[src/rtl/core/ir_pulse_width_transceiver_assert.svh]
// Assertion macros used by the infrared pulse-width transceiver RTL.
`ifndef IR_PULSE_WIDTH_TRANSCEIVER_ASSERT_SVH
`define IR_PULSE_WIDTH_TRANSCEIVER_ASSERT_SVH

// Same-cycle implication, checked outside reset.
`define IRPW_ASSERT_NOW(lbl, ante, cons, msg) \
  lbl: assert property (@(posedge clk) disable iff (!rst_n) (ante) |-> (cons)) \
    else $error(msg);

// Next-cycle implication, checked outside reset.
`define IRPW_ASSERT_NEXT(lbl, ante, cons, msg) \
  lbl: assert property (@(posedge clk) disable iff (!rst_n) (ante) |=> (cons)) \
    else $error(msg);

`endif

[src/rtl/core/irpw_pkg.sv]
// Types, codes and helper functions of the infrared pulse-width transceiver.
`timescale 1ns / 1ps
package irpw_pkg;

  // Frame and counter sizes
  localparam int TX_FRAME_LENGTH = 23;
  localparam int RX_FRAME_DEPTH  = 15;
  localparam int INTERVAL_BITS   = 12;
  localparam int TX_POS_W        = 5;
  localparam int TX_ELAPSED_W    = 7;
  localparam int RX_POS_W        = $clog2(RX_FRAME_DEPTH + 1);
  localparam int RX_IDX_W        = $clog2(RX_FRAME_DEPTH);
  localparam int CENTER_W        = 12;
  localparam int TOL_W           = 8;
  localparam int CFG_DATA_W      = 12;
  localparam int CFG_IDX_W       = 3;
  localparam int CMP_W = ((INTERVAL_BITS > CENTER_W) ? INTERVAL_BITS : CENTER_W) + 1;

  typedef logic [2:0] sym_t;
  typedef logic [1:0] cmd_t;
  typedef logic [CFG_IDX_W-1:0] cfg_idx_t;

  // Symbol codes (divider shares its code with unknown)
  localparam sym_t SYM_ZERO    = 3'd0;
  localparam sym_t SYM_ONE     = 3'd1;
  localparam sym_t SYM_START   = 3'd2;
  localparam sym_t SYM_STOP    = 3'd3;
  localparam sym_t SYM_DIVIDER = 3'd4;
  localparam sym_t SYM_UNKNOWN = 3'd4;

  // Commands
  localparam cmd_t CMD_TICK = 2'd0;
  localparam cmd_t CMD_EDGE = 2'd1;
  localparam cmd_t CMD_SEND = 2'd2;

  // Register indexes
  localparam cfg_idx_t REG_ZERO_CENTER  = 3'd0;
  localparam cfg_idx_t REG_ONE_CENTER   = 3'd1;
  localparam cfg_idx_t REG_START_CENTER = 3'd2;
  localparam cfg_idx_t REG_STOP_CENTER  = 3'd3;
  localparam cfg_idx_t REG_TOL_ABOVE    = 3'd4;
  localparam cfg_idx_t REG_TOL_BELOW    = 3'd5;

  // Register reset values
  localparam logic [CENTER_W-1:0] RST_ZERO_CENTER  = 12'd43;
  localparam logic [CENTER_W-1:0] RST_ONE_CENTER   = 12'd65;
  localparam logic [CENTER_W-1:0] RST_START_CENTER = 12'd90;
  localparam logic [CENTER_W-1:0] RST_STOP_CENTER  = 12'd110;
  localparam logic [TOL_W-1:0]    RST_TOL          = 8'd3;

  // Symbol at a frame position, derived from the latched byte.
  // Odd positions are dividers; even positions carry start, data, parity,
  // stop and the trailing mark.
  function automatic sym_t tx_symbol(input logic [TX_POS_W-1:0] pos,
                                     input logic [7:0] data);
    logic [3:0] slot;
    logic [3:0] bit_idx;
    sym_t       sym;
    slot    = pos[TX_POS_W-1:1];
    bit_idx = slot - 4'd1;
    if (pos[0]) begin
      sym = SYM_DIVIDER;
    end else begin
      case (slot)
        4'd0:                    sym = SYM_START;
        4'd1, 4'd2, 4'd3, 4'd4,
        4'd5, 4'd6, 4'd7, 4'd8:  sym = {2'b00, data[bit_idx[2:0]]};
        4'd9:                    sym = {2'b00, data[0]};
        4'd10:                   sym = SYM_STOP;
        default:                 sym = SYM_ZERO;
      endcase
    end
    return sym;
  endfunction

  // Duration of a transmit symbol in carrier ticks.
  function automatic logic [TX_ELAPSED_W-1:0] symbol_ticks(input sym_t sym);
    logic [TX_ELAPSED_W-1:0] n;
    case (sym)
      SYM_ZERO:  n = 7'd20;
      SYM_ONE:   n = 7'd40;
      SYM_START: n = 7'd60;
      SYM_STOP:  n = 7'd80;
      default:   n = 7'd20;
    endcase
    return n;
  endfunction

  // center - below <= t <= center + above, evaluated without wrap.
  function automatic logic in_window(input logic [INTERVAL_BITS-1:0] t,
                                     input logic [CENTER_W-1:0] center,
                                     input logic [TOL_W-1:0] above,
                                     input logic [TOL_W-1:0] below);
    logic [CMP_W-1:0] tx;
    logic [CMP_W-1:0] cx;
    logic [CMP_W-1:0] hi;
    logic [CMP_W-1:0] lo_sum;
    tx     = CMP_W'(t);
    cx     = CMP_W'(center);
    hi     = cx + CMP_W'(above);
    lo_sum = tx + CMP_W'(below);
    return (tx <= hi) && (lo_sum >= cx);
  endfunction

endpackage

[src/rtl/core/ir_pulse_width_transceiver.sv]
// Infrared pulse-width transceiver: transmit sequencer, edge classifier, receive frame.
//
//  Channel | Direction | Handshake         | Payload
//  --------+-----------+-------------------+---------------------------------------
//  in      | slave     | in_tvalid/tready  | tuser: command; tdata: send_byte
//  out     | master    | out_tvalid/tready | tuser: symbol_valid, byte_valid; tdata: status
//  cfg     | write     | cfg_wr_en         | cfg_index, cfg_wdata (no read-back)
//
// Every accepted word updates the link state in the same cycle and lands its
// result in the output register; one word per cycle in, one result per cycle
// out while the output is not stalled; out_tvalid rises in the cycle after input accept.
// The output register is the only buffer: in_tready drops only while a result
// sits there and the downstream side holds out_tready low.
// rst_n is synchronous, active low; it clears all control state and the
// receive frame, and loads the register reset values. No clearing pass.
`timescale 1ns / 1ps
`include "ir_pulse_width_transceiver_assert.svh"

module ir_pulse_width_transceiver (
  input  logic                                 clk,
  input  logic                                 rst_n,
  // Input words
  input  logic                                 in_tvalid,
  output logic                                 in_tready,
  input  logic [7:0]                           in_tdata,   // [7:0] send_byte
  input  logic [1:0]                           in_tuser,   // [1:0] command
  // Result words
  output logic                                 out_tvalid,
  input  logic                                 out_tready,
  // [0] carrier_on, [1] tx_busy, [2] send_rejected, [5:3] symbol_kind,
  // [13:6] received_byte, [14] parity_ok, [15] zero fill
  output logic [15:0]                          out_tdata,
  output logic [1:0]                           out_tuser,  // [0] symbol_valid, [1] byte_valid
  // Configuration writes
  input  logic                                 cfg_wr_en,
  input  logic [irpw_pkg::CFG_IDX_W-1:0]       cfg_index,
  input  logic [irpw_pkg::CFG_DATA_W-1:0]      cfg_wdata
);
  import irpw_pkg::*;

  // Configuration registers
  logic [CENTER_W-1:0] zero_center_r, one_center_r, start_center_r, stop_center_r;
  logic [TOL_W-1:0]    tol_above_r, tol_below_r;

  // Transmit state: the frame is rebuilt from the latched byte per position
  logic [7:0]              tx_byte_r, tx_byte_nxt;
  logic [TX_POS_W-1:0]     tx_pos_r, tx_pos_nxt;
  logic [TX_ELAPSED_W-1:0] tx_elapsed_r, tx_elapsed_nxt;
  logic                    tx_active_r, tx_active_nxt;
  logic                    carrier_r, carrier_nxt;

  // Receive state
  logic [INTERVAL_BITS-1:0] ticks_r, ticks_nxt;
  sym_t                     rx_sym_r   [RX_FRAME_DEPTH];
  sym_t                     rx_sym_nxt [RX_FRAME_DEPTH];
  logic [RX_POS_W-1:0]      rx_pos_r, rx_pos_nxt;

  // Output register
  logic        out_valid_r;
  logic [15:0] out_data_r, out_data_nxt;
  logic [1:0]  out_user_r, out_user_nxt;

  // Per-word working values
  logic                    in_acc;
  cmd_t                    cmd;
  sym_t                    cur_sym;
  logic [TX_ELAPSED_W-1:0] elapsed_inc;
  sym_t                    edge_kind;
  sym_t                    kind;
  logic [RX_POS_W-1:0]     wr_pos;
  logic                    rejected, sym_valid, byte_valid, par_ok;
  logic [7:0]              rx_byte;

  assign cmd       = in_tuser;
  assign in_tready = !out_valid_r || out_tready;
  assign in_acc    = in_tvalid && in_tready;

  assign out_tvalid = out_valid_r;
  assign out_tdata  = out_data_r;
  assign out_tuser  = out_user_r;

  // Current transmit symbol and its tick count
  assign cur_sym     = tx_symbol(tx_pos_r, tx_byte_r);
  assign elapsed_inc = tx_elapsed_r + TX_ELAPSED_W'(1);

  // Sort the interval since the last edge; first matching window wins
  always_comb begin
    if (in_window(ticks_r, zero_center_r, tol_above_r, tol_below_r)) begin
      edge_kind = SYM_ZERO;
    end else if (in_window(ticks_r, one_center_r, tol_above_r, tol_below_r)) begin
      edge_kind = SYM_ONE;
    end else if (in_window(ticks_r, start_center_r, tol_above_r, tol_below_r)) begin
      edge_kind = SYM_START;
    end else if (in_window(ticks_r, stop_center_r, tol_above_r, tol_below_r)) begin
      edge_kind = SYM_STOP;
    end else begin
      edge_kind = SYM_UNKNOWN;
    end
  end

  // Next-state logic for one word
  always_comb begin
    tx_byte_nxt    = tx_byte_r;
    tx_pos_nxt     = tx_pos_r;
    tx_elapsed_nxt = tx_elapsed_r;
    tx_active_nxt  = tx_active_r;
    carrier_nxt    = carrier_r;
    ticks_nxt      = ticks_r;
    rx_sym_nxt     = rx_sym_r;
    rx_pos_nxt     = rx_pos_r;
    rejected       = 1'b0;
    sym_valid      = 1'b0;
    byte_valid     = 1'b0;
    par_ok         = 1'b0;
    kind           = SYM_ZERO;
    rx_byte        = 8'd0;
    wr_pos         = rx_pos_r;

    unique case (cmd)
      CMD_TICK: begin
        // Saturate the edge interval
        if (ticks_r != {INTERVAL_BITS{1'b1}}) begin
          ticks_nxt = ticks_r + INTERVAL_BITS'(1);
        end
        if (tx_active_r) begin
          tx_elapsed_nxt = elapsed_inc;
          if (elapsed_inc >= symbol_ticks(cur_sym)) begin
            // Symbol time is up: carrier on after a divider, off otherwise
            carrier_nxt    = (cur_sym == SYM_DIVIDER);
            tx_elapsed_nxt = '0;
            if (tx_pos_r == TX_POS_W'(TX_FRAME_LENGTH - 1)) begin
              tx_pos_nxt    = '0;
              tx_active_nxt = 1'b0;
              carrier_nxt   = 1'b0;
            end else begin
              tx_pos_nxt = tx_pos_r + TX_POS_W'(1);
            end
          end
        end
      end
      CMD_EDGE: begin
        ticks_nxt = '0;
        kind      = edge_kind;
        sym_valid = 1'b1;
        // A start symbol restarts the frame
        if (edge_kind == SYM_START) begin
          wr_pos = '0;
        end
        if (wr_pos < RX_POS_W'(RX_FRAME_DEPTH)) begin
          rx_sym_nxt[wr_pos[RX_IDX_W-1:0]] = edge_kind;
          rx_pos_nxt = wr_pos + RX_POS_W'(1);
        end
        if (edge_kind == SYM_STOP) begin
          byte_valid = 1'b1;
          for (int i = 0; i < 8; i++) begin
            rx_byte[i] = (rx_sym_nxt[i+1] == SYM_ONE);
          end
          par_ok = (rx_sym_nxt[9] == {2'b00, rx_byte[0]});
        end
      end
      CMD_SEND: begin
        if (tx_active_r) begin
          rejected = 1'b1;
        end else begin
          tx_byte_nxt    = in_tdata;
          tx_pos_nxt     = '0;
          tx_elapsed_nxt = '0;
          tx_active_nxt  = 1'b1;
          carrier_nxt    = 1'b1;
        end
      end
      default: begin
        // Unused command: report status only
      end
    endcase

    out_data_nxt = {1'b0, par_ok, rx_byte, kind, rejected, tx_active_nxt, carrier_nxt};
    out_user_nxt = {byte_valid, sym_valid};
  end

  // Configuration registers
  always_ff @(posedge clk) begin
    if (!rst_n) begin
      zero_center_r  <= RST_ZERO_CENTER;
      one_center_r   <= RST_ONE_CENTER;
      start_center_r <= RST_START_CENTER;
      stop_center_r  <= RST_STOP_CENTER;
      tol_above_r    <= RST_TOL;
      tol_below_r    <= RST_TOL;
    end else if (cfg_wr_en) begin
      unique case (cfg_index)
        REG_ZERO_CENTER:  zero_center_r  <= cfg_wdata[CENTER_W-1:0];
        REG_ONE_CENTER:   one_center_r   <= cfg_wdata[CENTER_W-1:0];
        REG_START_CENTER: start_center_r <= cfg_wdata[CENTER_W-1:0];
        REG_STOP_CENTER:  stop_center_r  <= cfg_wdata[CENTER_W-1:0];
        REG_TOL_ABOVE:    tol_above_r    <= cfg_wdata[TOL_W-1:0];
        REG_TOL_BELOW:    tol_below_r    <= cfg_wdata[TOL_W-1:0];
        default: begin
          // Drop writes beyond the register list
        end
      endcase
    end
  end

  // Link state: advance only on an accepted word
  always_ff @(posedge clk) begin
    if (!rst_n) begin
      tx_pos_r     <= '0;
      tx_elapsed_r <= '0;
      tx_active_r  <= 1'b0;
      carrier_r    <= 1'b0;
      ticks_r      <= '0;
      rx_pos_r     <= '0;
      for (int i = 0; i < RX_FRAME_DEPTH; i++) begin
        rx_sym_r[i] <= SYM_ZERO;
      end
    end else if (in_acc) begin
      tx_pos_r     <= tx_pos_nxt;
      tx_elapsed_r <= tx_elapsed_nxt;
      tx_active_r  <= tx_active_nxt;
      carrier_r    <= carrier_nxt;
      ticks_r      <= ticks_nxt;
      rx_pos_r     <= rx_pos_nxt;
      rx_sym_r     <= rx_sym_nxt;
    end
  end

  // Latched send byte: payload, no reset
  always_ff @(posedge clk) begin
    if (in_acc) begin
      tx_byte_r <= tx_byte_nxt;
    end
  end

  // Output register: hold while stalled, load on every accepted word
  always_ff @(posedge clk) begin
    if (!rst_n) begin
      out_valid_r <= 1'b0;
    end else if (in_acc) begin
      out_valid_r <= 1'b1;
    end else if (out_tready) begin
      out_valid_r <= 1'b0;
    end
  end

  always_ff @(posedge clk) begin
    if (in_acc) begin
      out_data_r <= out_data_nxt;
      out_user_r <= out_user_nxt;
    end
  end

  // Checks
  `IRPW_ASSERT_NOW(a_byte_is_stop, out_valid_r && out_user_r[1],
    out_user_r[0] && (out_data_r[5:3] == SYM_STOP), "byte reported without a stop symbol")
  `IRPW_ASSERT_NOW(a_idle_tx_cleared, !tx_active_r,
    (tx_pos_r == '0) && (tx_elapsed_r == '0) && !carrier_r, "idle transmitter not cleared")
  `IRPW_ASSERT_NOW(a_rx_pos_bound, 1'b1,
    rx_pos_r <= RX_POS_W'(RX_FRAME_DEPTH), "receive position beyond frame depth")
  `IRPW_ASSERT_NEXT(a_send_starts, in_acc && (cmd == CMD_SEND) && !tx_active_r,
    tx_active_r && carrier_r && (tx_pos_r == '0), "accepted send did not start a frame")

endmodule

[config.mk]
export PLATFORM = sky130hd
export DESIGN_NAME = ir_pulse_width_transceiver
export DESIGN_NICKNAME = d
export VERILOG_FILES = /design/src/rtl/core/irpw_pkg.sv /design/src/rtl/core/ir_pulse_width_transceiver.sv
export VERILOG_INCLUDE_DIRS = /design/src /design/src/rtl/core
export SDC_FILE = /design/constraint.sdc
export NUM_CORES = 1
export LEC_CHECK = 0
export CAP_MARGIN = 20
export CORE_MARGIN = 5
export CORE_UTILIZATION = 60
export CTS_CLUSTER_SIZE = 8
export DETAILED_ROUTE_END_ITERATION = 6
export DONT_BUFFER_PORTS = 1
export PLACE_DENSITY = 0.72
export SYNTH_ARGS = -nofsm -noshare
export SYNTH_HDL_FRONTEND = slang
export SYNTH_SLANG_ARGS = --single-unit
[constraint.sdc]
create_clock -name clk -period 9.7 [get_ports clk]
set_input_delay 0.97 -clock clk [delete_from_list [all_inputs] [get_ports clk]]
set_output_delay 0.97 -clock clk [all_outputs]
set_load 0.05 [all_outputs]
==> impl_metrics.py <==
metrics = {
    "status": {
        "status": "finished, final reports clean",
    },
    "yosys": {
        "yosysSeqAreaShare_pct": 30.3,
        "synthMuxAreaShare_pct": 2.23,
        "synthFlopType": "dfxtp_1",
        "synth_edf_count": 25,
        "synth_compound_area_share_pct": 18.8,
        "ys_ff_latch": 147,
        "yosys_warnings": 0,
        "netlist_area_mm2": 0.0105,
        "synth_simple_gate_area_share_pct": 19.9,
        "async_flop_share_pct": 0,
        "synthDistinctLibCells": 79,
        "synth_top_family_by_area": "simple AND/OR/NAND/NOR gates",
        "synth_area_per_cell_um2": 8.43,
        "syn_nets": 1438,
        "synth_fa_ha_area_share_pct": 19.1,
        "syn_inst": 1250,
        "synthXorXnorAreaFrac_pct": 5.32,
    },
    "clock_network": {
        "cts_max_path_buffers": 2,
        "ctsHoldBuffers": 0,
        "htreeDepth": 4,
        "cts-root-buf": "clkbuf_16",
        "numCtsBuffers": 17,
        "clk_pin_slew_ns": 0.07,
        "post-cts-setup-buffer-count": 0,
        "ctsResizeCount": 0,
        "cts_tree": "built",
        "clk_latency_ns": 0.44,
        "cts.sinks": 147,
    },
    "floorplan": {
        "die_area_mm2": 0.0203,
        "start_util_pct": 61.0,
        "coreArea_mm2": 0.0173,
        "rows": 48,
        "ios": 50,
        "die_h_um": 143,
        "die_x_um": 143,
    },
    "placed_design": {
        "gp_congestion": 0.959,
        "dp.cells": 1445,
        "io_buffers": 0,
        "dpl_worst_slack_ns": 4.04,
        "detailed_place_hpwl_um": 21500,
        "dpl_cell_area_mm2": 0.0107,
    },
    "detailed_routing": {
        "vias": 8943,
        "initialDrtViolationCount": 605,
        "wirelength_um": 28200,
        "drc": 0,
        "dr.pass1.iters": 5,
        "wl_per_cell_um": 19.1,
        "postRouteAntennaNets": 0,
        "via_per_inst": 6.05,
    },
    "power_and_ir_drop": {
        "vdd_drop_max_v": 0.000140,
        "internal_power_mw": 1.05,
        "swShare_pct": 28.6,
        "p_comb_share_pct": 9.6,
        "p_seq_share_pct": 44.9,
        "clock_power_share_pct": 45.5,
        "p_leak_nw": 4.58,
        "switchingPower_uw": 421,
        "power_density_mw_per_mm2": 130,
    },
    "critical_path": {
        "critPathLaunchType": "flip-flop",
        "arrival_ns": 6.04,
        "endpoint_kind": "flip-flop",
        "critical_path_class": "reg2reg",
        "cp_data_required_time_ns": 9.95,
        "path_max_fanout": 17,
    },
    "cells_and_area": {
        "fin_cells": 1477,
        "diodes": 0,
        "multi_input_comb_area_mm2": 0.00689,
        "fillCellCount": 1508,
        "drive_gt1_share_pct": 5.43,
        "final_common_cell": "nand2_1",
        "synthToLayoutAreaGrowth_pct": 7.12,
        "fin_area_mm2": 0.0113,
        "num-nets-final": 1427,
        "seq_area_mm2": 0.00319,
        "final_cell_mix": "nand2_1 (184), ha_1 (153), a21oi_1 (126), dfxtp_1 (122), inv_1 (85)",
    },
    "sta": {
        "rsz0062_at_grt": "false",
        "tns_ns": 0,
        "slew_viol_final": 0,
        "fmax_mhz": 172,
        "relSlewSlack_pct": 29.2,
        "post-route-period-util_pct": 59.8,
        "worst_pin_slew_ns": 1.03,
        "fin_crit_ns": 5.80,
        "final.setup.worst_slack_ns": 3.90,
        "setup_viol": 0,
        "skew_ns": 0.00903,
        "hold_violations": 0,
    },
    "run": {
        "drv_cap": 0,
    },
    "global_route": {
        "overflow": 0,
        "grt_max_degree": 53,
        "grt_pass1_wl_um": 45000,
        "antenna_found_initial": 0,
        "grt.total_usage_pct": 28.3,
        "grt_pass1_vias": 8496,
    },
    "worst_hold_path": {
        "min_path_type": "reg2reg",
    },
}
-- layer usage --
metal / up-vias / wire, um / part of all wire, % / global-route usage, %
met1: 4211 / 12700 / 45 / 37.8
met4: 0 / 805 / 2.9 / 9.95
met3: 45 / 1410 / 5.0 / 4.17
li1: 4451 / - / - / -
met5: - / 0 / 0 / 0
met2: 236 / 13200 / 47 / 46.7
-- metrics by stage --
| stage | total power, mW | hold WS (ns) | util (%) |
|---|---|---|---|
| finish | 1.47 | 0.462 | 65.3 |
| CTS | 1.47 | 0.460 | 65.3 |
| detailed placement | 0.812 | 0.451 | 61.9 |
| floorplan | 0.777 | 0.434 | - |
| global placement | 0.809 | 0.443 | 61.9 |
| global route | 1.52 | 0.478 | 65.3 |
-- cells in the mapped netlist (all sizes together) (5+ instances only) --
cell type  count  area share [%]
o21bai         5            0.36
a21o          18             1.3
nor2          78             2.9
xnor2         37             3.1
clkbuf        28             1.0
nor4           5            0.30
nand3b         5            0.36
xor2          27             2.2
o211ai        23             1.7
nand2b         8            0.47
fa             5            0.95
buf            5            0.32
edfxtp        25             7.1
nand2        184             6.6
a211oi        15             1.2
nand4         21             1.3
mux2i         19             1.8
a21oi        126             6.0
o31ai          5            0.53
or2            7            0.42
nor3          20            0.95
nand3         47             2.3
and3          16            0.95
ha           153              18
and2           7            0.42
o21ai         54             2.7
inv           85             3.0
nor2b         24             1.5
o21a           5            0.36
and4           7            0.58
dfxtp        122              23
or3            7            0.42
a31oi          5            0.30
-- final timing paths --
kind,slack (ns),startpoint,endpoint,cells past startpoint
max,3.90,ticks_r[1]$_SDFFE_PN0P_,out_tdata[14]$_SDFFCE_PN0P_,22
min,0.46,rx_sym_r[18]$_SDFFE_PN0P_,rx_sym_r[18]$_SDFFE_PN0P_,2
max reg2reg,3.90,ticks_r[1]$_SDFFE_PN0P_,out_tdata[14]$_SDFFCE_PN0P_,22
min reg2reg,0.46,rx_sym_r[18]$_SDFFE_PN0P_,rx_sym_r[18]$_SDFFE_PN0P_,2
-- sequential cells by signal (all words and copies together) (netlist names) --
signal	flops
rx_sym_r	27
out_tvalid	1
one_center_r	12
carrier_r	1
tx_elapsed_r	7
tol_above_r	8
tol_below_r	8
tx_byte_r	8
tx_active_r	1
tx_pos_r	5
ticks_r	12
stop_center_r	12
zero_center_r	12
out_tdata	15
out_tuser	2
start_center_r	12
rx_pos_r	4
-- power groups by stage --
stage          Clock, mW  Combinational, mW  Sequential, mW
2_1_floorplan          0              0.108           0.669
3_3_place_gp           0              0.136           0.674
3_5_place_dp           0              0.138           0.674
4_1_cts            0.674              0.140           0.660
5_1_grt            0.699              0.157           0.662
6_report           0.669              0.140           0.660
-- logic make-up after synthesis --
logic type / Yosys count
mux: 21
buf+inv: 119
other cells: 1
xor+xnor: 64
simple gates: 442
flops: 147
fa+ha+maj: 158
compound gates: 298
-- critical path, stage by stage (launching register included) --
cell      delay (ns)
dfxtp_1         0.52
ha_1            0.30
a21o_1          0.15
a21oi_1         0.24
o21bai_1        0.10
a21oi_1         0.25
nor2b_1         0.08
o21ai_0         0.30
a21oi_1         0.14
xor2_1          0.41
ha_1            0.34
a21oi_1         0.15
o22ai_1         0.09
o21ai_0         0.14
nand2b_1        0.17
o32ai_4         0.44
nand3_2         0.37
and2_1          0.32
inv_1           0.08
ha_1            0.22
inv_1           0.11
o41ai_1         0.38
nor4b_1         0.28
-- layout make-up --
class	instances	share of cell area (%)
clock buffer	17	3.77
clock inverter	15	1.42
inverter	86	2.86
multi-input combinational	984	61.0
sequential	147	28.3
tap	225	2.49
timing repair buffer	3	0.199
Note: power is estimated with default switching activity, not from simulation.
